## src/rtl/core/hrhp_pkg.sv

```systemverilog
// ----------------------------------------------------------------------------
// hrhp_pkg
// Shared types, character codes and limits of the request head parser.
// ----------------------------------------------------------------------------
package hrhp_pkg;

  // longest request head taken before it is declared bad
  localparam int unsigned MaxHeadBytes = 4096;
  // byte counter must be able to hold MaxHeadBytes itself
  localparam int unsigned OffW         = $clog2(MaxHeadBytes + 1);
  // offsets and lengths on the result wrap at this width
  localparam int unsigned FieldW       = 12;
  localparam int unsigned CountW       = 8;

  localparam logic [7:0] ChNul   = 8'h00;
  localparam logic [7:0] ChLf    = 8'h0a;
  localparam logic [7:0] ChCr    = 8'h0d;
  localparam logic [7:0] ChSpace = 8'h20;
  localparam logic [7:0] ChSlash = 8'h2f;
  localparam logic [7:0] ChDot   = 8'h2e;
  localparam logic [7:0] ChZero  = 8'h30;
  localparam logic [7:0] ChOne   = 8'h31;
  localparam logic [7:0] ChColon = 8'h3a;
  localparam logic [7:0] ChQmark = 8'h3f;
  localparam logic [7:0] ChUpA   = 8'h41;
  localparam logic [7:0] ChUpH   = 8'h48;
  localparam logic [7:0] ChUpP   = 8'h50;
  localparam logic [7:0] ChUpT   = 8'h54;
  localparam logic [7:0] ChUpZ   = 8'h5a;

  localparam logic [31:0] MethodGet  = 32'h0047_4554;
  localparam logic [31:0] MethodPost = 32'h504f_5354;

  typedef enum logic [3:0] {
    ST_MORE       = 4'd0,
    ST_LINE_DONE  = 4'd1,
    ST_HDR_DONE   = 4'd2,
    ST_HEAD_DONE  = 4'd3,
    ST_BAD_METHOD = 4'd4,
    ST_BAD_REQ    = 4'd5,
    ST_BAD_URI    = 4'd6,
    ST_BAD_VER    = 4'd7,
    ST_BAD_HDR    = 4'd8
  } status_e;

  typedef enum logic [1:0] {
    MK_NONE  = 2'd0,
    MK_GET   = 2'd1,
    MK_POST  = 2'd2,
    MK_OTHER = 2'd3
  } method_e;

  typedef struct packed {
    logic       valid;
    logic [7:0] data_byte;
  } hrhp_in_t;

  typedef struct packed {
    status_e               status;
    method_e               method_kind;
    logic [FieldW-1:0]     uri_start;
    logic [FieldW-1:0]     uri_len;
    logic [FieldW-1:0]     query_start;
    logic [FieldW-1:0]     query_len;
    logic                  minor_version;
    logic [FieldW-1:0]     name_start;
    logic [FieldW-1:0]     name_len;
    logic [FieldW-1:0]     value_start;
    logic [FieldW-1:0]     value_len;
    logic [CountW-1:0]     header_count;
  } hrhp_result_t;

  function automatic logic is_error(status_e s);
    return (s == ST_BAD_METHOD) || (s == ST_BAD_REQ) || (s == ST_BAD_URI) ||
           (s == ST_BAD_VER) || (s == ST_BAD_HDR);
  endfunction

  // expected text "HTTP/1." ahead of the minor digit
  function automatic logic [7:0] ver_char(logic [2:0] idx);
    logic [7:0] ch;
    case (idx)
      3'd0:    ch = ChUpH;
      3'd1:    ch = ChUpT;
      3'd2:    ch = ChUpT;
      3'd3:    ch = ChUpP;
      3'd4:    ch = ChSlash;
      3'd5:    ch = ChOne;
      3'd6:    ch = ChDot;
      default: ch = ChNul;
    endcase
    return ch;
  endfunction

endpackage

```

## src/rtl/core/hrhp_byte_if.sv

```systemverilog
// ----------------------------------------------------------------------------
// hrhp_byte_if
// Byte request channel into the parser: valid, ready and one data byte.
// ----------------------------------------------------------------------------
interface hrhp_byte_if;
  logic       valid;
  logic       ready;
  logic [7:0] data_byte;

  modport source (output valid, output data_byte, input ready);
  modport sink   (input valid, input data_byte, output ready);
endinterface

```

## src/rtl/core/hrhp_result_if.sv

```systemverilog
// ----------------------------------------------------------------------------
// hrhp_result_if
// Result channel of the parser: one status word with offsets per byte.
// ----------------------------------------------------------------------------
interface hrhp_result_if;
  logic                                valid;
  logic                                ready;
  hrhp_pkg::status_e                   status;
  hrhp_pkg::method_e                   method_kind;
  logic [hrhp_pkg::FieldW-1:0]         uri_start;
  logic [hrhp_pkg::FieldW-1:0]         uri_len;
  logic [hrhp_pkg::FieldW-1:0]         query_start;
  logic [hrhp_pkg::FieldW-1:0]         query_len;
  logic                                minor_version;
  logic [hrhp_pkg::FieldW-1:0]         name_start;
  logic [hrhp_pkg::FieldW-1:0]         name_len;
  logic [hrhp_pkg::FieldW-1:0]         value_start;
  logic [hrhp_pkg::FieldW-1:0]         value_len;
  logic [hrhp_pkg::CountW-1:0]         header_count;

  modport source (
    output valid, output status, output method_kind, output uri_start,
    output uri_len, output query_start, output query_len, output minor_version,
    output name_start, output name_len, output value_start, output value_len,
    output header_count, input ready
  );
  modport sink (
    input valid, input status, input method_kind, input uri_start,
    input uri_len, input query_start, input query_len, input minor_version,
    input name_start, input name_len, input value_start, input value_len,
    input header_count, output ready
  );
endinterface

```

## src/rtl/core/hrhp_in_reg.sv

```systemverilog
// ----------------------------------------------------------------------------
// hrhp_in_reg
// Input register: holds one byte request until the parser takes it.
// ----------------------------------------------------------------------------
module hrhp_in_reg (
  input  logic               clk_i,
  input  logic               rst_ni,
  hrhp_byte_if.sink          req_i,
  input  logic               take_i,
  output hrhp_pkg::hrhp_in_t in_o
);
  import hrhp_pkg::*;

  logic       valid_q;
  logic [7:0] data_q;

  // refill in the same cycle the held byte moves on
  assign req_i.ready = !valid_q || take_i;

  always_ff @(posedge clk_i or negedge rst_ni) begin
    if (!rst_ni) begin
      valid_q <= 1'b0;
    end else if (req_i.valid && req_i.ready) begin
      valid_q <= 1'b1;
    end else if (take_i) begin
      valid_q <= 1'b0;
    end
  end

  always_ff @(posedge clk_i) begin
    if (req_i.valid && req_i.ready) begin
      data_q <= req_i.data_byte;
    end
  end

  assign in_o.valid     = valid_q;
  assign in_o.data_byte = data_q;

endmodule

```

## src/rtl/core/hrhp_parser.sv

```systemverilog
// ----------------------------------------------------------------------------
// hrhp_parser
// Request line and header state machine; one byte per fire, result comb.
// ----------------------------------------------------------------------------
module hrhp_parser (
  input  logic                   clk_i,
  input  logic                   rst_ni,
  input  logic                   fire_i,
  input  logic [7:0]             data_byte_i,
  output hrhp_pkg::hrhp_result_t res_o
);
  import hrhp_pkg::*;

  typedef enum logic [4:0] {
    P_START,
    P_METHOD,
    P_SP_URI,
    P_URI,
    P_QMARK,
    P_QUERY,
    P_VER,
    P_VMINOR,
    P_VCR,
    P_VLF,
    H_START,
    H_NAME,
    H_COLON,
    H_SP_VAL,
    H_VALUE,
    H_SP_AFTER,
    H_LF,
    H_END_LF
  } state_e;

  typedef struct packed {
    state_e            state;
    logic [2:0]        ver_idx;
    logic [OffW-1:0]   offset;
    logic [31:0]       method_chars;
    logic [2:0]        method_len;
    method_e           method_code;
    logic [FieldW-1:0] uri_begin;
    logic [FieldW-1:0] uri_length;
    logic [FieldW-1:0] query_begin;
    logic [FieldW-1:0] query_length;
    logic              ver_minor;
    logic [FieldW-1:0] name_begin;
    logic [FieldW-1:0] name_length;
    logic [FieldW-1:0] value_begin;
    logic [FieldW-1:0] value_length;
    logic [CountW-1:0] headers_seen;
  } ctx_t;

  ctx_t              ctx_q, ctx_d, adv;
  status_e           err_q, err_d;
  status_e           status;
  logic [7:0]        c;
  logic [FieldW-1:0] pos;
  logic              upper;

  assign c     = data_byte_i;
  assign pos   = FieldW'(ctx_q.offset);
  assign upper = (c >= ChUpA) && (c <= ChUpZ);

  always_comb begin
    adv    = ctx_q;
    status = ST_MORE;
    if (err_q != ST_MORE) begin
      status = err_q;
    end else if (ctx_q.offset >= OffW'(MaxHeadBytes)) begin
      status = ST_BAD_REQ;
    end else begin
      case (ctx_q.state)
        P_START: begin
          // leading line breaks are skipped
          if (c == ChCr || c == ChLf) begin
            adv.state = P_START;
          end else if (!upper) begin
            status = ST_BAD_METHOD;
          end else begin
            adv.method_chars = {24'h0, c};
            adv.method_len   = 3'd1;
            adv.state        = P_METHOD;
          end
        end
        P_METHOD: begin
          if (c == ChSpace) begin
            if (ctx_q.method_len == 3'd3) begin
              if (ctx_q.method_chars != MethodGet) begin
                status = ST_BAD_METHOD;
              end else begin
                adv.method_code = MK_GET;
                adv.state       = P_SP_URI;
              end
            end else if (ctx_q.method_len == 3'd4) begin
              if (ctx_q.method_chars != MethodPost) begin
                status = ST_BAD_METHOD;
              end else begin
                adv.method_code = MK_POST;
                adv.state       = P_SP_URI;
              end
            end else begin
              adv.method_code = MK_OTHER;
              adv.state       = P_SP_URI;
            end
          end else if (!upper) begin
            status = ST_BAD_METHOD;
          end else begin
            if (ctx_q.method_len < 3'd4) begin
              adv.method_chars = {ctx_q.method_chars[23:0], c};
            end
            if (ctx_q.method_len < 3'd7) begin
              adv.method_len = ctx_q.method_len + 3'd1;
            end
          end
        end
        P_SP_URI: begin
          if (c != ChSlash) begin
            status = ST_BAD_REQ;
          end else begin
            adv.uri_begin = pos;
            adv.state     = P_URI;
          end
        end
        P_URI: begin
          if (c == ChNul) begin
            status = ST_BAD_URI;
          end else if (c == ChSpace || c == ChQmark) begin
            adv.uri_length = pos - ctx_q.uri_begin;
            adv.state      = (c == ChSpace) ? P_VER : P_QMARK;
          end
        end
        P_QMARK: begin
          // empty query reads as absent
          if (c == ChSpace) begin
            adv.query_begin  = '0;
            adv.query_length = '0;
            adv.state        = P_VER;
          end else begin
            adv.query_begin = pos;
            adv.state       = P_QUERY;
          end
        end
        P_QUERY: begin
          if (c == ChSpace) begin
            adv.query_length = pos - ctx_q.query_begin;
            adv.state        = P_VER;
          end
        end
        P_VER: begin
          if (c != ver_char(ctx_q.ver_idx)) begin
            status = ST_BAD_VER;
          end else if (ctx_q.ver_idx == 3'd6) begin
            adv.ver_idx = 3'd0;
            adv.state   = P_VMINOR;
          end else begin
            adv.ver_idx = ctx_q.ver_idx + 3'd1;
          end
        end
        P_VMINOR: begin
          if (c != ChZero && c != ChOne) begin
            status = ST_BAD_VER;
          end else begin
            adv.ver_minor = c[0];
            adv.state     = P_VCR;
          end
        end
        P_VCR: begin
          if (c != ChCr) begin
            status = ST_BAD_VER;
          end else begin
            adv.state = P_VLF;
          end
        end
        P_VLF: begin
          if (c != ChLf) begin
            status = ST_BAD_VER;
          end else begin
            adv.state = H_START;
            status    = ST_LINE_DONE;
          end
        end
        H_START: begin
          if (c == ChCr) begin
            adv.state = H_END_LF;
          end else if (c == ChNul) begin
            status = ST_BAD_HDR;
          end else begin
            adv.name_begin = pos;
            adv.state      = H_NAME;
          end
        end
        H_NAME: begin
          if (c == ChNul || c == ChCr) begin
            status = ST_BAD_HDR;
          end else if (c == ChColon) begin
            adv.name_length = pos - ctx_q.name_begin;
            adv.state       = H_COLON;
          end
        end
        H_COLON: begin
          if (c != ChSpace) begin
            status = ST_BAD_HDR;
          end else begin
            adv.state = H_SP_VAL;
          end
        end
        H_SP_VAL: begin
          if (c == ChNul) begin
            status = ST_BAD_HDR;
          end else if (c == ChCr) begin
            adv.state = H_LF;
          end else if (c != ChSpace) begin
            adv.value_begin = pos;
            adv.state       = H_VALUE;
          end
        end
        H_VALUE: begin
          // length is taken at each space so trailing spaces drop out
          if (c == ChNul) begin
            status = ST_BAD_HDR;
          end else if (c == ChCr || c == ChSpace) begin
            adv.value_length = pos - ctx_q.value_begin;
            adv.state        = (c == ChSpace) ? H_SP_AFTER : H_LF;
          end
        end
        H_SP_AFTER: begin
          if (c == ChNul) begin
            status = ST_BAD_HDR;
          end else if (c == ChCr) begin
            adv.state = H_LF;
          end else if (c != ChSpace) begin
            adv.state = H_VALUE;
          end
        end
        H_LF: begin
          if (c != ChLf) begin
            status = ST_BAD_HDR;
          end else begin
            if (ctx_q.headers_seen != {CountW{1'b1}}) begin
              adv.headers_seen = ctx_q.headers_seen + CountW'(1);
            end
            adv.state = H_START;
            status    = ST_HDR_DONE;
          end
        end
        H_END_LF: begin
          if (c != ChLf) begin
            status = ST_BAD_HDR;
          end else begin
            status = ST_HEAD_DONE;
          end
        end
        default: begin
          status = ST_BAD_REQ;
        end
      endcase
      if (!is_error(status)) begin
        adv.offset = ctx_q.offset + OffW'(1);
      end
    end

    res_o.status        = status;
    res_o.method_kind   = adv.method_code;
    res_o.uri_start     = adv.uri_begin;
    res_o.uri_len       = adv.uri_length;
    res_o.query_start   = adv.query_begin;
    res_o.query_len     = adv.query_length;
    res_o.minor_version = adv.ver_minor;
    res_o.header_count  = adv.headers_seen;
    if (status == ST_HDR_DONE) begin
      res_o.name_start  = adv.name_begin;
      res_o.name_len    = adv.name_length;
      res_o.value_start = adv.value_begin;
      res_o.value_len   = adv.value_length;
    end else begin
      res_o.name_start  = '0;
      res_o.name_len    = '0;
      res_o.value_start = '0;
      res_o.value_len   = '0;
    end

    ctx_d = adv;
    if (status == ST_HDR_DONE) begin
      ctx_d.name_begin   = '0;
      ctx_d.name_length  = '0;
      ctx_d.value_begin  = '0;
      ctx_d.value_length = '0;
    end
    // a finished head starts the next request from scratch
    if (status == ST_HEAD_DONE) begin
      ctx_d = '0;
    end
    err_d = is_error(status) ? status : err_q;
  end

  always_ff @(posedge clk_i or negedge rst_ni) begin
    if (!rst_ni) begin
      ctx_q <= '0;
      err_q <= ST_MORE;
    end else if (fire_i) begin
      ctx_q <= ctx_d;
      err_q <= err_d;
    end
  end

  a_err_sticky: assert property (@(posedge clk_i) disable iff (!rst_ni)
    (err_q != ST_MORE) |=> (err_q == $past(err_q)))
    else $error("held error changed");

  a_err_frozen: assert property (@(posedge clk_i) disable iff (!rst_ni)
    (err_q != ST_MORE) |=> (ctx_q == $past(ctx_q)))
    else $error("parse state moved while an error is held");

  a_offset_bound: assert property (@(posedge clk_i) disable iff (!rst_ni)
    ctx_q.offset <= OffW'(MaxHeadBytes))
    else $error("byte offset beyond head limit");

  a_ver_idx: assert property (@(posedge clk_i) disable iff (!rst_ni)
    (ctx_q.state != P_VER) |-> (ctx_q.ver_idx == 3'd0))
    else $error("version index left set outside version match");

  a_head_restart: assert property (@(posedge clk_i) disable iff (!rst_ni)
    (fire_i && res_o.status == ST_HEAD_DONE) |=>
      (ctx_q.offset == '0 && ctx_q.state == P_START && ctx_q.headers_seen == '0))
    else $error("request not restarted after end of head");

endmodule

```

## src/rtl/core/hrhp_out_reg.sv

```systemverilog
// ----------------------------------------------------------------------------
// hrhp_out_reg
// Result register: holds one parser result until the receiver takes it.
// ----------------------------------------------------------------------------
module hrhp_out_reg (
  input  logic                   clk_i,
  input  logic                   rst_ni,
  input  logic                   load_i,
  input  hrhp_pkg::hrhp_result_t res_i,
  output logic                   open_o,
  hrhp_result_if.source          res_o
);
  import hrhp_pkg::*;

  logic         valid_q;
  hrhp_result_t res_q;

  assign open_o = !valid_q || res_o.ready;

  always_ff @(posedge clk_i or negedge rst_ni) begin
    if (!rst_ni) begin
      valid_q <= 1'b0;
    end else if (open_o) begin
      valid_q <= load_i;
    end
  end

  always_ff @(posedge clk_i) begin
    if (open_o && load_i) begin
      res_q <= res_i;
    end
  end

  assign res_o.valid         = valid_q;
  assign res_o.status        = res_q.status;
  assign res_o.method_kind   = res_q.method_kind;
  assign res_o.uri_start     = res_q.uri_start;
  assign res_o.uri_len       = res_q.uri_len;
  assign res_o.query_start   = res_q.query_start;
  assign res_o.query_len     = res_q.query_len;
  assign res_o.minor_version = res_q.minor_version;
  assign res_o.name_start    = res_q.name_start;
  assign res_o.name_len      = res_q.name_len;
  assign res_o.value_start   = res_q.value_start;
  assign res_o.value_len     = res_q.value_len;
  assign res_o.header_count  = res_q.header_count;

endmodule

```

## src/rtl/core/http_request_head_parser.sv

```systemverilog
// ----------------------------------------------------------------------------
// http_request_head_parser
// Byte-wide HTTP/1.x request head parser with one result per input byte.
//
// req_i carries one byte of the request stream per request; res_o returns
// one result per byte: a status code, the method kind, URI and query
// offsets, the minor version, the header just completed (with status
// header done) and a saturating header count. Offsets count from the first
// byte of the current request and wrap at 4096.
// A taken byte waits in the input register; when it moves on it is parsed
// and its result is loaded into the result register and shown from then on.
// The parser sustains one byte per cycle while the receiver does not stall;
// the state update from the held byte is the loop that sets this rate.
// Reset clears the parse state, the held error and both pipeline registers.
// After a bad status every later byte returns the same status until reset;
// after the end of a head the next byte starts a new request at offset zero.
// When the receiver stalls the result register holds, the input register
// fills and then req_i.ready drops until the receiver takes a result.
// ----------------------------------------------------------------------------
module http_request_head_parser (
  input  logic          clk_i,
  input  logic          rst_ni,
  hrhp_byte_if.sink     req_i,
  hrhp_result_if.source res_o
);
  import hrhp_pkg::*;

  hrhp_in_t     in_s;
  hrhp_result_t res_s;
  logic         out_open;
  logic         fire;

  assign fire = in_s.valid && out_open;

  hrhp_in_reg u_in_reg (
    .clk_i  (clk_i),
    .rst_ni (rst_ni),
    .req_i  (req_i),
    .take_i (fire),
    .in_o   (in_s)
  );

  hrhp_parser u_parser (
    .clk_i       (clk_i),
    .rst_ni      (rst_ni),
    .fire_i      (fire),
    .data_byte_i (in_s.data_byte),
    .res_o       (res_s)
  );

  hrhp_out_reg u_out_reg (
    .clk_i  (clk_i),
    .rst_ni (rst_ni),
    .load_i (fire),
    .res_i  (res_s),
    .open_o (out_open),
    .res_o  (res_o)
  );

endmodule

```

## src/flat_wrapper.sv

```systemverilog
// flat-port wrapper written by rule: the top's interface ports become plain ports
module http_request_head_parser_flat import hrhp_pkg::*;
  (clk_i, rst_ni, req_i_valid, req_i_data_byte, req_i_ready, res_o_valid, res_o_status, res_o_method_kind, res_o_uri_start, res_o_uri_len, res_o_query_start, res_o_query_len, res_o_minor_version, res_o_name_start, res_o_name_len, res_o_value_start, res_o_value_len, res_o_header_count, res_o_ready);
  hrhp_byte_if req_i_i ();
  hrhp_result_if res_o_i ();
  input  logic clk_i;
  input  logic rst_ni;
  input wire logic [$bits(req_i_i.valid)-1:0] req_i_valid;
  input wire logic [$bits(req_i_i.data_byte)-1:0] req_i_data_byte;
  output wire logic [$bits(req_i_i.ready)-1:0] req_i_ready;
  output wire logic [$bits(res_o_i.valid)-1:0] res_o_valid;
  output wire logic [$bits(res_o_i.status)-1:0] res_o_status;
  output wire logic [$bits(res_o_i.method_kind)-1:0] res_o_method_kind;
  output wire logic [$bits(res_o_i.uri_start)-1:0] res_o_uri_start;
  output wire logic [$bits(res_o_i.uri_len)-1:0] res_o_uri_len;
  output wire logic [$bits(res_o_i.query_start)-1:0] res_o_query_start;
  output wire logic [$bits(res_o_i.query_len)-1:0] res_o_query_len;
  output wire logic [$bits(res_o_i.minor_version)-1:0] res_o_minor_version;
  output wire logic [$bits(res_o_i.name_start)-1:0] res_o_name_start;
  output wire logic [$bits(res_o_i.name_len)-1:0] res_o_name_len;
  output wire logic [$bits(res_o_i.value_start)-1:0] res_o_value_start;
  output wire logic [$bits(res_o_i.value_len)-1:0] res_o_value_len;
  output wire logic [$bits(res_o_i.header_count)-1:0] res_o_header_count;
  input wire logic [$bits(res_o_i.ready)-1:0] res_o_ready;
  assign req_i_i.valid = req_i_valid;
  assign req_i_i.data_byte = req_i_data_byte;
  assign req_i_ready = req_i_i.ready;
  assign res_o_valid = res_o_i.valid;
  assign res_o_status = res_o_i.status;
  assign res_o_method_kind = res_o_i.method_kind;
  assign res_o_uri_start = res_o_i.uri_start;
  assign res_o_uri_len = res_o_i.uri_len;
  assign res_o_query_start = res_o_i.query_start;
  assign res_o_query_len = res_o_i.query_len;
  assign res_o_minor_version = res_o_i.minor_version;
  assign res_o_name_start = res_o_i.name_start;
  assign res_o_name_len = res_o_i.name_len;
  assign res_o_value_start = res_o_i.value_start;
  assign res_o_value_len = res_o_i.value_len;
  assign res_o_header_count = res_o_i.header_count;
  assign res_o_i.ready = res_o_ready;
  http_request_head_parser u_core (.clk_i(clk_i), .rst_ni(rst_ni), .req_i(req_i_i), .res_o(res_o_i));
endmodule
```

## config.mk

```make
export PLATFORM = sky130hd
export DESIGN_NAME = http_request_head_parser_flat
export DESIGN_NICKNAME = d
export VERILOG_FILES = /design/src/rtl/core/hrhp_pkg.sv /design/src/rtl/core/hrhp_byte_if.sv /design/src/rtl/core/hrhp_result_if.sv /design/src/rtl/core/hrhp_in_reg.sv /design/src/rtl/core/hrhp_parser.sv /design/src/rtl/core/hrhp_out_reg.sv /design/src/rtl/core/http_request_head_parser.sv /design/src/flat_wrapper.sv
export SDC_FILE = /design/constraint.sdc
export NUM_CORES = 1
export LEC_CHECK = 0
export BUFFER_PORTS_ARGS = -buffer_cell sky130_fd_sc_hd__clkbuf_2
export CAP_MARGIN = 15
export CELL_PAD_IN_SITES_DETAIL_PLACEMENT = 1
export CELL_PAD_IN_SITES_GLOBAL_PLACEMENT = 1
export CORE_MARGIN = 10
export CORE_UTILIZATION = 47
export CTS_CLUSTER_DIAMETER = 120
export DETAILED_ROUTE_END_ITERATION = 16
export PLACE_DENSITY_LB_ADDON = 0.1
export REMOVE_ABC_BUFFERS = 1
export SKIP_CTS_REPAIR_TIMING = 1
export SLEW_MARGIN = 20
export SYNTH_ARGS = -nofsm -noshare
export SYNTH_HDL_FRONTEND = slang
export SYNTH_SLANG_ARGS = --single-unit
export TNS_END_PERCENT = 10
```

## constraint.sdc

```tcl
create_clock -name clk_i -period 5.75 [get_ports clk_i]
set_input_delay 0 -clock clk_i [delete_from_list [all_inputs] [get_ports clk_i]]
set_output_delay 0 -clock clk_i [all_outputs]
set_load 0.01 [all_outputs]
```

==> results_tabular.tex <==
\begin{tabular}{lr}
\hline
Metric & Value \\
\hline
\multicolumn{2}{l}{\textbf{Outcome}} \\
Run status & completed \\
\multicolumn{2}{l}{\textbf{Route}} \\
Number of vias in the routed layout & 12100 \\
Detail Route Antenna Nets & 0 \\
First drt pass iteration count & 5 \\
Per-cell routed wire length & 21.1 um \\
Detailed Route Iter0 Violations & 813 \\
Routed wire length & 43400 um \\
Residual DRC & 0 \\
Via-to-Cell Ratio & 5.88 \\
\multicolumn{2}{l}{\textbf{Floorplanning}} \\
Standard cell core area & 31700 um2 \\
FP Rows & 65 \\
Vertical die dimension & 200 um \\
Num ports & 125 \\
DIE AREA & 39900 um2 \\
Horizontal die dimension & 200 um \\
Initial core utilization & 0.479 \\
\multicolumn{2}{l}{\textbf{Setup path}} \\
Launching point of the worst reg2reg path & u\_core.u\_in\_reg.data\_q[0] \\
Startpoint-to-endpoint class of the critical path & register to register \\
Required time of the worst setup path & 6170 ps \\
Arrival time reported for the critical path endpoint & 4720 ps \\
Element type at the critical path end & register \\
Launching element type of the critical path & register \\
Capturing point of the worst reg2reg path & u\_core.u\_parser.ctx\_q[107] \\
Number of cells traversed by the worst register-to-register path & 8 \\
R2r setup slk & 1450 ps \\
CP Max Fanout & 23 \\
\multicolumn{2}{l}{\textbf{Synthesis}} \\
Number of standard cells after synthesis & 1541 \\
Most used DFF post-synth & sky130\_fd\_sc\_hd\_\_dfrtp\_1 \\
Distinct cells, synth & 82 \\
Count of flip-flops with a built-in enable after synthesis & 119 \\
Area share of and/or/nand/nor cells after synthesis & 0.173 \\
Largest family of logic cells by synthesized area & compound AO/OA/AOI/OAI gates \\
Post-synthesis mux area share & 0.0164 \\
Number of warning messages in the yosys log & 0 \\
Adder-Cell Fraction of Synth Area & 0.0473 \\
Library cell occupying the most area in the post-synthesis netlist & sky130\_fd\_sc\_hd\_\_dfrtp\_1 \\
Share of synthesized registers carrying an async set or reset & 0.587 \\
Post-synthesis sequential element count & 288 \\
Xor and xnor fraction of the mapped netlist area & 0.0306 \\
Post-Synthesis Cell Area & 15200 um2 \\
Sequential cell area fraction in the yosys report & 0.514 \\
Most area-consuming cells after synthesis & sky130\_fd\_sc\_hd\_\_dfrtp\_1, sky130\_fd\_sc\_hd\_\_edfxtp\_1, sky130\_fd\_sc\_hd\_\_nand2\_1 \\
Post-synthesis compound-gate area fraction & 0.173 \\
Post-synthesis area per instance & 9.85 um2 \\
Yosys top cell area share & 0.279 \\
\multicolumn{2}{l}{\textbf{GRT}} \\
Overflow after GRT & 0 \\
Vias in the first global route & 12700 \\
Maximum number of pins on one net before global-route repair & 127 \\
Antenna violations before repair & 0 \\
Wire length of the first global-routing pass & 69900 um \\
Total routing resource utilization after global routing & 0.216 \\
\multicolumn{2}{l}{\textbf{Layout}} \\
Total inserted antenna cells & 0 \\
Top library cells by usage in the layout, fill and taps aside & sky130\_fd\_sc\_hd\_\_nand2\_1, sky130\_fd\_sc\_hd\_\_dfrtp\_1, sky130\_fd\_sc\_hd\_\_clkbuf\_2 \\
Leading cell type in the layout, fill and taps excluded & sky130\_fd\_sc\_hd\_\_nand2\_1 \\
Top reg by flops & u\_core.u\_parser.ctx\_q \\
Area growth, synth to finish & 13.6\% \\
Nets & 1699 \\
Fraction of layout cells with a size suffix above 1 & 0.150 \\
Number of flip-flops under the largest register name & 163 \\
Number of fillers in the final layout & 3538 \\
\multicolumn{2}{l}{\textbf{CTS}} \\
Clock buffer count from CTS & 30 \\
Sink Count & 288 \\
Clock Root Buffer & sky130\_fd\_sc\_hd\_\_clkbuf\_16 \\
Buffer levels on the longest clock path & 3 \\
H-Tree Depth & 1 \\
Insertion delay to the later sink of the worst-skew pair & 560 ps \\
TritonCTS clock tree & built \\
CTS clock-pin slew for the worst setup and hold paths & 70 ps \\
\multicolumn{2}{l}{\textbf{Placed design}} \\
Port buffer count & 124 \\
Routability cong. & 0.974 \\
Setup slack after placement & 1450 ps \\
Half-perimeter wire length after placement & 29200 um \\
\multicolumn{2}{l}{\textbf{Timing}} \\
Setup-failing EPs final & 0 \\
Period utilization & 0.747 \\
Setup slack of the critical path after layout & 1450 ps \\
Slew at the pin closest to its max-slew limit & 1100 ps \\
Worst clock skew on the final layout & 16.7 ps \\
Final Critical Period & 4300 ps \\
Highest Clock Rate & 233 MHz \\
Number of hold violations in the final report & 0 \\
Slew Limit Headroom & 0.268 \\
RSZ-0062 raised after global routing & false \\
Final number of max-transition violations & 0 \\
\multicolumn{2}{l}{\textbf{Power and ir drop}} \\
Highest ir drop seen on vdd & 213 uV \\
PD cells & 293 nW/um2 \\
Relative contribution of combinational cells to total power & 0.143 \\
Internal power contribution & 3.75 mW \\
Fraction of power consumed by the clock network & 0.396 \\
Psw & 1.30 mW \\
Seq pwr share & 0.461 \\
Static power due to leakage & 7.04 nW \\
Total power consumption of the routed design & 5.05 mW \\
Switching share of total power & 0.258 \\
\multicolumn{2}{l}{\textbf{Flow run}} \\
Reported max-cap violation count & 0 \\
\multicolumn{2}{l}{\textbf{Min path}} \\
Worst min path class & primary input to async pin \\
\hline
\end{tabular}
[cell type report]
type / instances / area (um2) / area share
clock buffers: 40 / 830 / 0.0481
clock inverters: 16 / 181 / 0.0105
inverters: 79 / 304 / 0.0176
multi-input cells: 1077 / 6720 / 0.389
flip-flops and latches: 288 / 7800 / 0.452
well taps: 402 / 503 / 0.0292
repair buffers: 156 / 910 / 0.0527
[cell families after synthesis]
logic type	after synthesis
and+or+nand+nor	557
AOI/OAI and AO/OA	389
DFF	288
buffers and inverters	176
adders and majority gates	55
xor gates and xnor gates	53
muxes	23
[Yosys cell counts (6+ instances only)]
master / number
sky130_fd_sc_hd__xnor2_1: 32
sky130_fd_sc_hd__a31o_2: 24
sky130_fd_sc_hd__a31oi_1: 11
sky130_fd_sc_hd__nor3_1: 21
sky130_fd_sc_hd__dfrtp_1: 169
sky130_fd_sc_hd__clkbuf_1: 79
sky130_fd_sc_hd__nor2_1: 104
sky130_fd_sc_hd__nand3_1: 67
sky130_fd_sc_hd__a21oi_1: 83
sky130_fd_sc_hd__nand2_1: 237
sky130_fd_sc_hd__a21o_1: 10
sky130_fd_sc_hd__inv_1: 77
sky130_fd_sc_hd__o22ai_1: 14
sky130_fd_sc_hd__mux2_2: 15
sky130_fd_sc_hd__and2_1: 21
sky130_fd_sc_hd__ha_1: 51
sky130_fd_sc_hd__nand4_1: 13
sky130_fd_sc_hd__or4_1: 6
sky130_fd_sc_hd__a211oi_1: 6
sky130_fd_sc_hd__o2bb2ai_1: 31
sky130_fd_sc_hd__and3_1: 15
sky130_fd_sc_hd__o21ai_0: 104
sky130_fd_sc_hd__xor2_1: 21
sky130_fd_sc_hd__a22o_1: 36
sky130_fd_sc_hd__nand2b_1: 12
sky130_fd_sc_hd__o31ai_1: 12
sky130_fd_sc_hd__nor4_1: 10
sky130_fd_sc_hd__edfxtp_1: 119
sky130_fd_sc_hd__mux2i_1: 8
sky130_fd_sc_hd__nor2b_1: 7
sky130_fd_sc_hd__buf_2: 14
sky130_fd_sc_hd__or3_1: 8
[worst max path at each step]
stage,start,to,slack [ps],cells after the start
2_1_floorplan,u_core.u_out_reg.res_o.valid,u_core.u_parser.ctx_q[20],-1490,5
3_3_place_gp,u_core.u_in_reg.data_q[1],u_core.u_parser.ctx_q[66],1620,9
3_5_place_dp,u_core.u_in_reg.data_q[1],u_core.u_parser.ctx_q[107],1450,9
4_1_cts,u_core.u_in_reg.data_q[1],u_core.u_parser.ctx_q[107],1430,9
5_1_grt,u_core.u_in_reg.data_q[1],u_core.u_parser.ctx_q[107],1050,9
6_report,u_core.u_in_reg.data_q[0],u_core.u_parser.ctx_q[107],1450,8
[critical path, stage by stage, from the launching register on]
cell	delay, ps
sky130_fd_sc_hd__edfxtp_1	580
sky130_fd_sc_hd__nor4bb_1	850
sky130_fd_sc_hd__nand2_1	300
sky130_fd_sc_hd__a32oi_4	340
sky130_fd_sc_hd__o311ai_4	140
sky130_fd_sc_hd__nor3_1	240
sky130_fd_sc_hd__and2_1	420
sky130_fd_sc_hd__nand2_1	740
sky130_fd_sc_hd__a222oi_1	540
[stage by stage]
step | hold WS [ps] | cell area [um2] | setup TNS, ps | util | cells
6_report | 77.9 | 17200 | 0 | 0.544 | 2058
5_1_grt | 142 | 17200 | 0 | 0.544 | 2058
4_1_cts | -479 | 17100 | 0 | 0.540 | 2046
3_5_place_dp | 120 | 16100 | 0 | 0.508 | 1990
3_3_place_gp | 114 | 16100 | 0 | 0.508 | 1990
2_1_floorplan | -296 | 14800 | -235700 | - | 1444
[power groups by stage]
| stage | Clock (mW) | Combinational, mW | Sequential, mW |
|---|---|---|---|
| finish | 2.00 | 0.724 | 2.33 |
| global placement | 0 | 0.707 | 2.36 |
| CTS | 2.05 | 0.731 | 2.33 |
| global route | 2.13 | 0.814 | 2.34 |
| detailed placement | 0 | 0.722 | 2.37 |
| floorplan | 0 | 0.457 | 2.40 |
[per-layer routing]
layer	GRT usage	up-vias	wire, um
met5	0	-	0
met4	0.0552	0	978
met3	0.0290	55	1690
met2	0.368	202	21000
met1	0.286	6131	19700
li1	-	5712	-
(Power assumes the default switching activity.)
